### config.mk
export PLATFORM = sky130hd
export DESIGN_NAME = u64da_cell
export DESIGN_NICKNAME = d
export VERILOG_FILES = /design/src/design/u64da_pkg.sv /design/src/design/u64da_cell.sv
export SDC_FILE = /design/constraint.sdc
export NUM_CORES = 1
export LEC_CHECK = 0
export BUFFER_PORTS_ARGS = -buffer_cell sky130_fd_sc_hd__buf_2
export CELL_PAD_IN_SITES_DETAIL_PLACEMENT = 1
export CELL_PAD_IN_SITES_GLOBAL_PLACEMENT = 1
export CORE_MARGIN = 10
export CORE_UTILIZATION = 30
export CTS_BUF_LIST = sky130_fd_sc_hd__clkbuf_8
export DETAILED_ROUTE_END_ITERATION = 16
export PLACE_DENSITY = 0.71
export REMOVE_ABC_BUFFERS = 1
export SETUP_SLACK_MARGIN = 0.4
export SKIP_CTS_REPAIR_TIMING = 1
export SLEW_MARGIN = 20
export SYNTH_ARGS = -nofsm -noshare
export SYNTH_HDL_FRONTEND = slang
export SYNTH_SLANG_ARGS = --single-unit
### constraint.sdc
create_clock -name aclk -period 7.35 [get_ports aclk]
set_input_delay 0.735 -clock aclk [delete_from_list [all_inputs] [get_ports aclk]]
set_output_delay 0.735 -clock aclk [all_outputs]
set_load 0.05 [all_outputs]
### src/design/u64da_pkg.sv
// ============================================================================
// u64da_pkg - shared types and helpers for the 64-bit decimal ASCII converter
// Holds the widths, the word carried down the cell chain and the one-bit
// shift-and-adjust step that every cell applies.
// ============================================================================
package u64da_pkg;

    localparam int BIN_W       = 64;
    localparam int DIGIT_COUNT = 20;
    localparam int BCD_W       = 4 * DIGIT_COUNT;
    localparam int CELL_COUNT  = BIN_W;

    localparam logic [7:0] ASCII_ZERO = 8'h30;
    localparam logic [3:0] ADJ_LIMIT  = 4'd5;
    localparam logic [3:0] ADJ_ADD    = 4'd3;

    // Word handed from cell to cell: unconsumed binary bits and BCD so far
    typedef struct packed {
        logic [BIN_W-1:0] bin;
        logic [BCD_W-1:0] bcd;
    } word_t;

    // One double-dabble step: adjust each BCD digit, then shift in one bit
    function automatic word_t u64da_step(input word_t w);
        logic [BCD_W-1:0] adj;
        word_t            res;
        adj = w.bcd;
        for (int d = 0; d < DIGIT_COUNT; d++) begin
            if (w.bcd[4*d +: 4] >= ADJ_LIMIT) begin
                adj[4*d +: 4] = w.bcd[4*d +: 4] + ADJ_ADD;
            end
        end
        res.bcd = {adj[BCD_W-2:0], w.bin[BIN_W-1]};
        res.bin = {w.bin[BIN_W-2:0], 1'b0};
        return res;
    endfunction

endpackage

### src/design/u64da_cell.sv
// ============================================================================
// u64da_cell - one stage of the conversion chain
// Takes a word from its upstream neighbor, applies one shift-and-adjust step
// and holds the result for its downstream neighbor. Bubbles collapse: the cell
// loads whenever it is empty or its content moves on.
// ============================================================================
module u64da_cell (
    input  logic               aclk,
    input  logic               aresetn,
    input  logic               in_valid,
    output logic               in_ready,
    input  u64da_pkg::word_t   in_word,
    output logic               out_valid,
    input  logic               out_ready,
    output u64da_pkg::word_t   out_word
);

    logic             valid_reg;
    logic             valid_next;
    u64da_pkg::word_t word_reg;
    u64da_pkg::word_t word_next;

    // Load when empty or when the held item leaves this cycle
    assign in_ready = !valid_reg || out_ready;

    always_comb begin
        valid_next = valid_reg;
        word_next  = word_reg;
        if (in_ready) begin
            valid_next = in_valid;
            if (in_valid) begin
                word_next = u64da_pkg::u64da_step(in_word);
            end
        end
    end

    // Hold control under reset
    always_ff @(posedge aclk) begin
        if (!aresetn) begin
            valid_reg <= 1'b0;
        end else begin
            valid_reg <= valid_next;
        end
    end

    // Payload carries no reset
    always_ff @(posedge aclk) begin
        word_reg <= word_next;
    end

    assign out_valid = valid_reg;
    assign out_word  = word_reg;

endmodule

==> results.md, run 1 <==
Synth:
- The number of enable flip-flop cells after synthesis is 143.
- The leading cell type by number of instances after synthesis is sky130_fd_sc_hd__edfxtp_1.
- For this run, the number of Yosys warnings is 0.
- The number of distinct standard cells referenced by the synthesized netlist is 16.
- The post-synthesis instance area is 6356 sq um.
- In this run, synthesis produced a sequential element count of 144.
- The commonest register cell after synthesis is sky130_fd_sc_hd__edfxtp_1.
- In this run the biggest area consumer among cell types represents 67.56% of the synthesized area.
- The largest total area in the synthesized netlist belongs to sky130_fd_sc_hd__edfxtp_1.
- The synthesized area divided by synthesized cell count is 13.64 sq um.
- The fraction of synthesis flops using an asynchronous set or reset pin is 0%.
- Sequential elements use 67.87% of the synthesized area.
- In the synthesized netlist, the cells that appear most often are 143 x sky130_fd_sc_hd__edfxtp_1, 79 x sky130_fd_sc_hd__nand2_1, 41 x sky130_fd_sc_hd__inv_1.
- Sorting the synthesized cells by area gives the leading types as sky130_fd_sc_hd__edfxtp_1 68%, sky130_fd_sc_hd__ha_1 7.9%, sky130_fd_sc_hd__nand2_1 4.7%.
- The number of cells produced by synthesis is 466.

Routing:
- Summed over all layers, the routed wires come to 17630 microns.
- The average wire per cell in the routed design is 16.60 microns.
- The via count normalized by instance count is 4.315.
- The first TritonRoute pass finished after 4 iterations.
- The remaining number of nets flagged by the antenna check after routing is 0.
- The number of DRC violations after detailed routing is 0.
- The count of vias placed by the detailed router is 4583.
- After the first detailed-routing iteration, the DRC count stood at 132.

Power:
- In this run the power density over the cells is 233.4 nW/um^2.
- The clock network power share is 28.2%.
- Sequential cells burn 50.0% of the power.
- The internal power contribution is 1.345 mW.
- The worst-case vdd ir drop is 0.00008929 V.
- The combinational group share of total power is 21.8%.
- The completed layout was analyzed and its total power is 1.983 mW.
- The net switching component of the power is 638.3 uW.
- The switching part of the total power is 32.19%.
- The leakage power of the design is 3.824 nW.

Placed design:
- The number of input and output port buffers inserted is 292.
- The area of placed instances is 8164 sq um.
- Timing analysis after detailed placement gives a worst setup slack of 4227 ps.
- The final weighted congestion in routability-driven placement is 0.7457.
- The detailed-placement wirelength estimate is 14390 microns.
- In this run, placement finished with an instance count of 1033.

Timing:
- The final setup TNS is 0 ps.
- Setup violations remaining at the end of the flow were counted as 0.
- Setup repair after global routing left no endpoint under its margin.
- At the pin with the least slew margin, the transition time is 1036 ps.
- The setup slack of the critical path after layout is 4693 ps.
- The total count of hold-check failures in the final report is 0.
- The smallest hold slack is 463.5 ps.
- Timing would allow up to 376.4 MHz.
- The number of max-slew violations in the final report came to 0.
- The relative slew slack is 30.93%.
- The clock arrives with 12.86 ps of skew.
- The share of the clock period used by the worst path is 36.15%.
- The time the final worst path needs with I/O delays and setup is 2657 ps.

Run:
- The number of max-cap violations is 0.

CTS:
- The total number of clock tree sinks is 144.
- The depth of the CTS H-tree is 4.
- The worst-skew pair later-pin latency is 440 ps.
- The TritonCTS buffer count is 17.
- The worst-case clock buffer depth is 2.
- The clock tree root driver cell is sky130_fd_sc_hd__clkbuf_8.
- The CTS clock-pin slew for the worst setup and hold paths is 90 ps.
- The clock tree from TritonCTS is built.

Die:
- The initial utilization of the core area, before any placement, comes to 30.33%.
- The die width is 165.6 microns.
- The die outline area is 27410 sq um.
- The floorplan has 53 rows.
- The region available for standard cell placement spans 20960 sq um.
- The die boundary height is 165.6 microns.
- The count of pins on the block boundary is 294.

Cells and area:
- Registers take 4314 sq um.
- The share of the core filled with cells in the final layout is 40.54%.
- The final-layout fill cell count is 2393.
- 0 antenna diodes ended up in the layout.
- The area taken by multi-input logic gates is 1883 sq um.
- The finished cells cover 8496 sq um.
- The filler-free cell count of the finished design is 1062.
- In the final layout, the share of cells above drive strength 1 is 43.20%.
- For this run, the post-layout net count is 965.
- Relative to the synthesized area, the layout overhead comes to 33.66%.

Worst hold path:
- The classification of the worst-slack hold path is input pin to flip-flop.
- The startpoint of the most critical hold path is in_word[89].

GRT:
- The wire length of the first global-routing pass is 26200 microns.
- The overall routing resource usage is 12.36%.
- The via count of the first global-routing pass was 4880.
- Entering global routing, the biggest net connects 81 pins.
- The number of antenna violations at the first check in global routing is 3.
- Summed over all layers, the global routing overflow is 0.

Setup path:
- The worst setup path is launched from an input pin.
- Data arrives at the worst endpoint at 2710 ps.
- The sum of buffers and inverters on the critical path is 2.
- In this design, the largest share of critical-path delay is due to buffers and inverters.
- The data required time of the worst path is 7400 ps.
- The critical path starts at out_ready.
- The category of the worst setup path capture point is a flip-flop.
- Along the worst path, the maximum fanout reaches 80.
- The critical path is of the input pin to flip-flop type.
- The slowest stage of the critical path is the sky130_fd_sc_hd__buf_4 cell.
- Walking the worst path, the cells encountered are buf_2 > nand2b_1 > and2_4 > buf_4.
- For this run, the slowest stage of the critical path takes 890 ps.
- The worst flop-to-flop path startpoint is out_valid.

Run status:
- The run finished with clean final reports.
## registers in the layout, indices dropped and copies added (netlist names)
register / count
out_valid: 1
out_word: 143
## final cells by class
class	count	area share, %
tap	275	4.050
clock buffer	17	2.754
sequential	144	50.78
inverter	41	1.811
multi-input combinational	280	22.16
clock inverter	12	1.149
timing repair buffer	293	17.29
## power groups by stage
stage	clock, mW	sequential (mW)	combinational, mW
6_report	0.560	0.991	0.432
5_1_grt	0.614	0.998	0.464
4_1_cts	0.585	0.993	0.439
3_5_place_dp	0	1.01	0.439
3_3_place_gp	0	1.01	0.431
2_1_floorplan	0	1.22	0.0937
## cell usage in the layout (no fill, tap or decap), types with 20 or more instances in the layout
cell type	netlist	routed
sky130_fd_sc_hd__buf_2	0	292
sky130_fd_sc_hd__inv_1	41	42
sky130_fd_sc_hd__nand2b_1	40	40
sky130_fd_sc_hd__a21oi_2	20	20
sky130_fd_sc_hd__ha_1	40	40
sky130_fd_sc_hd__nand2_1	79	79
sky130_fd_sc_hd__edfxtp_1	143	143
sky130_fd_sc_hd__mux2i_1	20	20
sky130_fd_sc_hd__nor2_1	20	20
sky130_fd_sc_hd__xnor2_1	20	20
## per-layer routing
layer | vias up | GRT usage, % | routed length, microns
met1 | 2173 | 12.85 | 6470
met2 | 151 | 21.85 | 9123
met3 | 24 | 5.726 | 1749
met5 | - | 0 | 23
li1 | 2231 | - | -
met4 | 4 | 3.551 | 263
## logic make-up after synthesis
| group | Yosys count | share of synthesized area, % |
|---|---|---|
| flip-flops | 144 | 67.87 |
| AND/OR/NAND/NOR | 140 | 9.882 |
| AO/OA/AOI/OAI | 59 | 5.866 |
| buffers and inverters | 42 | 2.539 |
| adder cells (fa/ha/maj) | 40 | 7.874 |
| XOR/XNOR | 20 | 2.756 |
| multiplexers | 20 | 3.150 |
| other | 1 | 0.05900 |
## final timing paths
check | slack, ps | depth (start not counted) | endpoint
worst max-delay path | 4690 | 4 | out_word[65]
worst min-delay path | 460 | 1 | out_word[90]
worst max register to register | 4780 | 3 | out_word[65]
worst min register to register | 570 | 2 | out_valid
(Power assumes the default switching activity.)
==> run 2: changes to the inputs <==
ABC_AREA = 1   (was unset)
clock period = 2.6 ns   (was 7.35 ns; I/O delays follow)
==> results.md, run 2 <==
Die:
- The die width was 168.7 microns (+1.9%).
- The standard-cell row count is 54 (+1.9%).
- The initial core utilization is 30.48% (+0.14 points).
- The count of pins on the block boundary came to 294 (unchanged).
- The core region area is 21760 sq um (+3.8%).
- The die outline area is 28450 sq um (+3.8%).
- The die boundary height is 168.7 microns (+1.9%).

Routing:
- The number of DRC violations after detailed routing was 0 (unchanged).
- The count of vias placed by the detailed router is 5530 (+21%).
- The via count normalized by instance count is 4.428 (+2.6%).
- The number of optimization iterations in the first detailed-route pass is 4 (unchanged).
- The count of routing violations after the opening detailed-route iteration is 166 (+26%).
- The remaining number of nets flagged by the antenna check after routing was 0 (unchanged).
- The final routed wirelength across all metal layers is 20920 microns (+19%).
- The average wire per cell in the routed design is 16.75 microns (+0.90%).

Synth:
- After synthesis, the cell types taking the most area are sky130_fd_sc_hd__edfxtp_1 65%, sky130_fd_sc_hd__ha_1 7.5%, sky130_fd_sc_hd__nand2_1 6.8%.
- By count the netlist is led by 143 x sky130_fd_sc_hd__edfxtp_1, 120 x sky130_fd_sc_hd__nand2_1, 67 x sky130_fd_sc_hd__inv_1.
- The part of the Yosys area used for sequential elements is 65.07% (-2.8 points).
- The commonest register cell after synthesis is sky130_fd_sc_hd__edfxtp_1.
- The synthesized area divided by synthesized cell count is 11.53 sq um (-15%).
- sky130_fd_sc_hd__edfxtp_1 is the most common cell in the netlist.
- The number of enable flip-flop cells after synthesis is 143 (unchanged).
- The number of warnings issued by yosys is 0 (unchanged).
- The fraction of synthesis flops using an asynchronous set or reset pin is 0% (unchanged).
- The post-synthesis register bit count is 144 (unchanged).
- The number of distinct standard cells referenced by the synthesized netlist is 20 (+4).
- The post-synthesis cell type with the largest combined area is sky130_fd_sc_hd__edfxtp_1.
- The proportion of netlist area held by the largest area contributor was 64.77% (-2.8 points).
- The post-synthesis instance area is 6630 sq um (+4.3%).
- The number of cells produced by synthesis was 575 (+23%).

Timing:
- After layout, the worst path uses 62.52% of the clock period.
- The worst clock skew is 9.951 ps (-2.912 ps).
- The total of endpoints with negative setup slack in the final report is 0 (unchanged).
- The worst-margin pin slew is 730.4 ps (-305.7 ps).
- The maximum frequency from static timing analysis is 615.2 MHz.
- The total count of hold-check failures in the final report is 0 (unchanged).
- Setup repair after global routing left no endpoint under its margin.
- The relative slew slack is 51.20% (+20 points).
- The number of max-slew violations in the final report came to 0 (unchanged).
- The setup slack of the critical path after layout was 974.5 ps (-3719 ps).
- The final setup TNS is 0 ps (unchanged).
- The time the final worst path needs with I/O delays and setup is 1626 ps.

Worst hold path:
- The number of cells on the worst hold path came to 2 (+1).
- The terminating pin of the worst hold path is out_valid.
- The worst hold path begins at aresetn.
- The classification of the worst-slack hold path is input pin to flip-flop.

Cells and area:
- The post-route standard cell area excluding fillers is 9661 sq um (+14%).
- The top cell types in the final layout, fill and taps aside, are 292 x sky130_fd_sc_hd__buf_2, 143 x sky130_fd_sc_hd__edfxtp_1, 120 x sky130_fd_sc_hd__nand2_1.
- Relative to the synthesized area, the layout overhead comes to 45.71%.
- The flip-flop count of the largest register, all copies and words added is 143 (unchanged).
- The commonest non-fill, non-tap cell in the layout is sky130_fd_sc_hd__buf_2.
- The final net count is 1143 (+18%).
- The proportion of layout cells with a drive suffix above 1 came to 40.50% (-2.7 points).

CTS:
- The worst-skew pair later-pin latency is 440 ps (about the same).
- The total number of clock tree sinks came to 144 (unchanged).
- The clock tree root driver cell is sky130_fd_sc_hd__clkbuf_8.
- The CTS clock-pin slew for the worst setup and hold paths was 90 ps (about the same).
- The depth of the CTS H-tree is 4 (unchanged).
- The TritonCTS buffer count is 17 (unchanged).
- The worst-case clock buffer depth is 2 (unchanged).
- The clock tree from TritonCTS is built.

Placed design:
- The final weighted congestion in routability-driven placement was 0.7718 (+3.5%).
- The setup slack after placement is 859.9 ps (-3367 ps).
- The area of placed instances was 8528 sq um (+4.5%).
- The detailed-placement wirelength estimate is 16440 microns (+14%).
- The number of input and output port buffers inserted was 292 (unchanged).

Power:
- The post-layout total power is 6.390 mW (+220%).
- The net switching component of the power was 1.993 mW (+210%).
- The clock network power share came to 34.6% (+6.4 points).
- The ratio of total power to cell area is 661.5 nW/um^2 (+180%).
- The combinational group share of total power was 21.6% (-0.2 points).
- The leakage power of the design is 4.515 nW (+18%).
- The internal power contribution is 4.397 mW (+230%).
- The switching part of the total power came to 31.20% (-0.99 points).
- The part of the power in registers is 43.8% (-6.2 points).
- The worst-case vdd ir drop is 0.0003331 V (+270%).

Setup path:
- The maximum fanout along the worst path came to 40 (-50%).
- The depth of the most critical reg-to-reg path is 2 (-1).
- The worst flop-to-flop path startpoint is out_valid.
- The element type at the critical path start is a flip-flop.
- The worst setup path is of the flip-flop to flip-flop kind.
- The reg-to-reg critical path endpoint is out_word[96].
- The category of the worst setup path capture point is a flip-flop.
- The data required time of the worst path is 2730 ps (-4670 ps).
- The arrival time at the worst endpoint was 1760 ps (-950 ps).
- The reg-to-reg setup timing slack is 970 ps (-3810 ps).

GRT:
- The via count of the first global-routing pass came to 5611 (+15%).
- The largest net degree at the start of global routing is 41 (-49%).
- The overall routing resource usage came to 13.66% (+1.3 points).
- The leftover overflow at the end of global routing is 0 (unchanged).
- The wire length of the first global-routing pass was 30600 microns (+17%).
- The number of antenna violations at the first check in global routing is 1 (-2).

Run:
- The number of max-cap violations came to 0 (unchanged).

Run status:
- The flow ran to the end, and the final reports show no timing, DRC or antenna violations.
## run 2: cell count changes in the layout (fill, tap and decap cells not counted), sizes merged, moves of 17 or more
| cell | previous run | this run |
|---|---|---|
| mux2i | 20 | 0 |
| nand2 | 79 | 124 |
| dlygate4sd3 | 0 | 64 |
| inv | 44 | 98 |
| xnor2 | 20 | 0 |
| nand2b | 40 | 0 |
| nand3 | 0 | 35 |
| a21oi | 20 | 37 |
| o21ai | 38 | 73 |
## run 2: layout make-up
type | instances | area (sq um)
clock buffer | 17 | 234.0
antenna | 1 | 2.502
timing repair buffer | 362 | 2185
tap | 280 | 350.3
clock inverter | 15 | 255.2
inverter | 98 | 367.9
sequential | 144 | 4314
multi-input combinational | 332 | 1952
fill | 2465 | 12100
## run 2: layer usage
| layer | vias up | wire [microns] | track usage (%) |
|---|---|---|---|
| li1 | 2711 | - | - |
| met1 | 2613 | 8249 | 14.74 |
| met2 | 193 | 10520 | 23.37 |
| met3 | 13 | 1907 | 6.276 |
| met4 | 0 | 250 | 4.239 |
| met5 | - | 0 | 0 |
## run 2: cells by family (layout without fill, tap and decap cells)
logic type	Yosys count	count (layout)	share of synthesized area (%)
and+or+nand+nor	180	180	11.95
DFF	144	144	65.07
AOI/OAI and AO/OA	111	111	9.719
adders and majority gates	40	40	7.549
buffers and inverters	99	492	5.661
other	1	2	0.05656
## run 2: per-stage QoR
step / hold WS [ps] / utilization (%) / instances
finish: 79.05 / 44.40 / 1249
global route: 63.28 / 44.39 / 1248
CTS: -62.48 / 41.45 / 1184
floorplan: 358.9 / - / 574
global placement: 436.7 / 39.20 / 1152
detailed placement: 438.3 / 39.20 / 1152
## run 2: how the worst max path moves through the flow
| stage | start | endpoint | slack (ps) |
|---|---|---|---|
| after CTS | out_valid | out_word[84] | 930 |
| after floorplan | out_valid | out_word[0] | -5560 |
| after global placement | out_ready | out_word[105] | 890 |
| final | out_valid | out_word[96] | 970 |
| after global routing | out_valid | out_word[119] | 870 |
| after detailed placement | out_ready | out_word[117] | 860 |
## run 2: critical path, stage by stage (launching register included)
cell,delay (ps)
sky130_fd_sc_hd__dfxtp_1,360
sky130_fd_sc_hd__a21oi_4,610
sky130_fd_sc_hd__buf_12,320
## run 2: power groups by stage
stage / clock (mW) / sequential [mW] / combinational [mW]
after floorplan: 0 / 3.45 / 0.314
after global placement: 0 / 2.85 / 1.29
after detailed placement: 0 / 2.85 / 1.32
after CTS: 2.29 / 2.80 / 1.32
after global routing: 2.36 / 2.82 / 1.49
final: 2.21 / 2.80 / 1.38
==> run 3: changes to the inputs <==
PLACE_DENSITY = 0.74   (was 0.71)
clock period = 1.4 ns   (was 2.6 ns; I/O delays follow)
==> results.md, run 3 (synthesized netlist as in run 2, its figures left out) <==
GRT:
- The leftover overflow at the end of global routing is 0 (unchanged).
- The overall routing resource usage is 13.82% (+0.16 points).
- The wire length of the first global-routing pass was 30910 microns (+0.99%).
- The number of antenna violations at the first check in global routing is 3 (+2).
- The via count of the first global-routing pass was 5725 (+2.0%).
- The largest net degree at the start of global routing came to 27 (-34%).

Routing:
- The count of routing violations after the opening detailed-route iteration was 221 (+33%).
- The via count normalized by instance count came to 4.551 (+2.8%).
- The count of vias placed by the detailed router was 5803 (+4.9%).
- The average wire per cell in the routed design is 19.29 microns (+15%).
- The number of DRC violations after detailed routing was 0 (unchanged).
- The remaining number of nets flagged by the antenna check after routing is 0 (unchanged).
- The number of optimization iterations in the first detailed-route pass is 4 (unchanged).
- The final routed wirelength across all metal layers is 24600 microns (+18%).

Die:
- The die outline area is 28450 sq um (unchanged).
- The count of pins on the block boundary is 294 (unchanged).
- The core region area is 21760 sq um (unchanged).
- The standard-cell row count is 54 (unchanged).
- The initial core utilization is 30.48% (unchanged).
- The die width is 168.7 microns (unchanged).
- The die boundary height is 168.7 microns (unchanged).

Setup path:
- Counting stages on the worst path, the most repeated cell is sky130_fd_sc_hd__buf_12.
- The cell family contributing the most delay on the critical path is buffers and inverters.
- The slowest stage of the critical path belongs to the cell sky130_fd_sc_hd__dfxtp_2.
- The worst setup path is captured at a flip-flop.
- The data required time of the worst path came to 1540 ps (-1190 ps).
- The maximum fanout along the worst path is 22 (-45%).
- The arrival time at the worst endpoint was 1420 ps (-340 ps).
- The worst setup path category is flip-flop to flip-flop.
- The sum of buffers and inverters on the critical path is 3 (+2).
- Walking the worst path, the cells encountered are a21oi_4 > buf_12 > buf_12 > buf_16.
- The element type at the critical path start is a flip-flop.
- The peak per-stage delay on the critical path was 350 ps (-260 ps).

CTS:
- The worst-case clock buffer depth is 2 (unchanged).
- The total number of clock tree sinks was 144 (unchanged).
- The worst-skew pair later-pin latency is 440 ps (about the same).
- The CTS clock-pin slew for the worst setup and hold paths is 90 ps (about the same).
- The clock tree root driver cell is sky130_fd_sc_hd__clkbuf_8.
- The depth of the CTS H-tree came to 4 (unchanged).
- The TritonCTS buffer count was 17 (unchanged).
- The clock tree from TritonCTS is built.

Placed design:
- The final weighted congestion in routability-driven placement is 0.8054 (+4.4%).
- The number of input and output port buffers inserted came to 292 (unchanged).
- The detailed-placement wirelength estimate was 16960 microns (+3.1%).
- The area of placed instances came to 8583 sq um (+0.65%).
- The cell count after placement came to 1156 (+0.35%).
- The setup slack after placement was 84.59 ps (-775.4 ps).

Run:
- The number of max-cap violations is 0 (unchanged).

Timing:
- The share of the clock period used by the worst path is 91.05% (+29 points).
- The final setup TNS was 0 ps (unchanged).
- The total of endpoints with negative setup slack in the final report is 0 (unchanged).
- Setup repair after global routing could not meet its margin everywhere.
- The total count of hold-check failures in the final report came to 0 (unchanged).
- The maximum frequency from static timing analysis is 784.5 MHz (+28%).
- The number of max-slew violations in the final report came to 0 (unchanged).
- The smallest hold slack came to 16.19 ps (-62.86 ps).
- The time the final worst path needs with I/O delays and setup is 1275 ps (-350.9 ps).
- The worst clock skew is 14.64 ps (+4.689 ps).
- The setup slack of the critical path after layout is 125.4 ps (-849.1 ps).

Cells and area:
- The area taken by multi-input logic gates is 1952 sq um (unchanged).
- The share of the core filled with cells in the final layout is 49.89% (+5.5 points).
- The post-route standard cell area excluding fillers is 10850 sq um (+12%).
- From synthesis to final layout, the design area changed by 63.69%.
- The sequential cell area in the final layout is 4315 sq um (about the same).
- The flip-flop count of the largest register, all copies and words added is 143 (unchanged).
- The final-layout fill cell count is 2345 (-4.9%).
- The filler-free cell count of the finished design was 1275 (+2.1%).
- The proportion of layout cells with a drive suffix above 1 is 41.19% (+0.69 points).
- The final net count is 1168 (+2.2%).
- Leaving out fill and tap cells, the most frequent cells in the layout are 148 x sky130_fd_sc_hd__buf_6, 148 x sky130_fd_sc_hd__buf_2, 143 x sky130_fd_sc_hd__edfxtp_1.

Power:
- The post-layout total power is 11.70 mW (+83%).
- The worst-case vdd ir drop was 0.0004938 V (+48%).
- The ratio of total power to cell area is 1078 nW/um^2 (+63%).
- The leakage power of the design is 4.950 nW (+9.6%).

Run status:
- The run finished with clean final reports.

Worst hold path:
- In this run the worst hold path is classified as input pin to flip-flop.
-- run 3: cell count changes in the layout (fill, tap and decap cells not counted), sizes merged --
cell,delta
buf,+11
inv,+4
dlygate4sd3,+10
clkbuf,+4
bufinv,-5
clkinvlp,+1
diode,+1
-- run 3: final timing paths --
kind                             startpoint      endpoint  slack [ps]  cells past startpoint
worst max-delay path              out_valid  out_word[35]         130                      4
worst min-delay path            in_word[29]  out_word[30]          20                      3
worst max register to register    out_valid  out_word[35]         130                      4
worst min register to register    out_valid     out_valid         590                      2
-- run 3: area by class of cell --
class / count / area share, %
antenna: 2 / 0.04611
sequential: 144 / 39.76
timing repair buffer: 387 / 32.07
tap: 280 / 3.228
multi-input combinational: 332 / 17.98
clock inverter: 15 / 1.360
clock buffer: 17 / 2.156
inverter: 98 / 3.389
-- run 3: report_power, final --
| group | total (mW) | internal [mW] | switching, mW |
|---|---|---|---|
| logic | 3.12 | 1.17 | 1.94 |
| registers | 5.29 | 5.13 | 0.158 |
| clock network | 3.30 | 1.46 | 1.83 |
-- run 3: worst min-delay path, stage by stage --
cell	delay (ps)
sky130_fd_sc_hd__buf_2	100
sky130_fd_sc_hd__nand2_1	60
sky130_fd_sc_hd__o21ai_2	50
-- run 3: layer usage --
layer	up-vias	GRT usage, %	routed length (microns)
li1	2773	-	-
met1	2798	13.86	8962
met2	207	24.65	13190
met3	23	7.040	1971
met4	2	3.709	465
met5	-	0	13
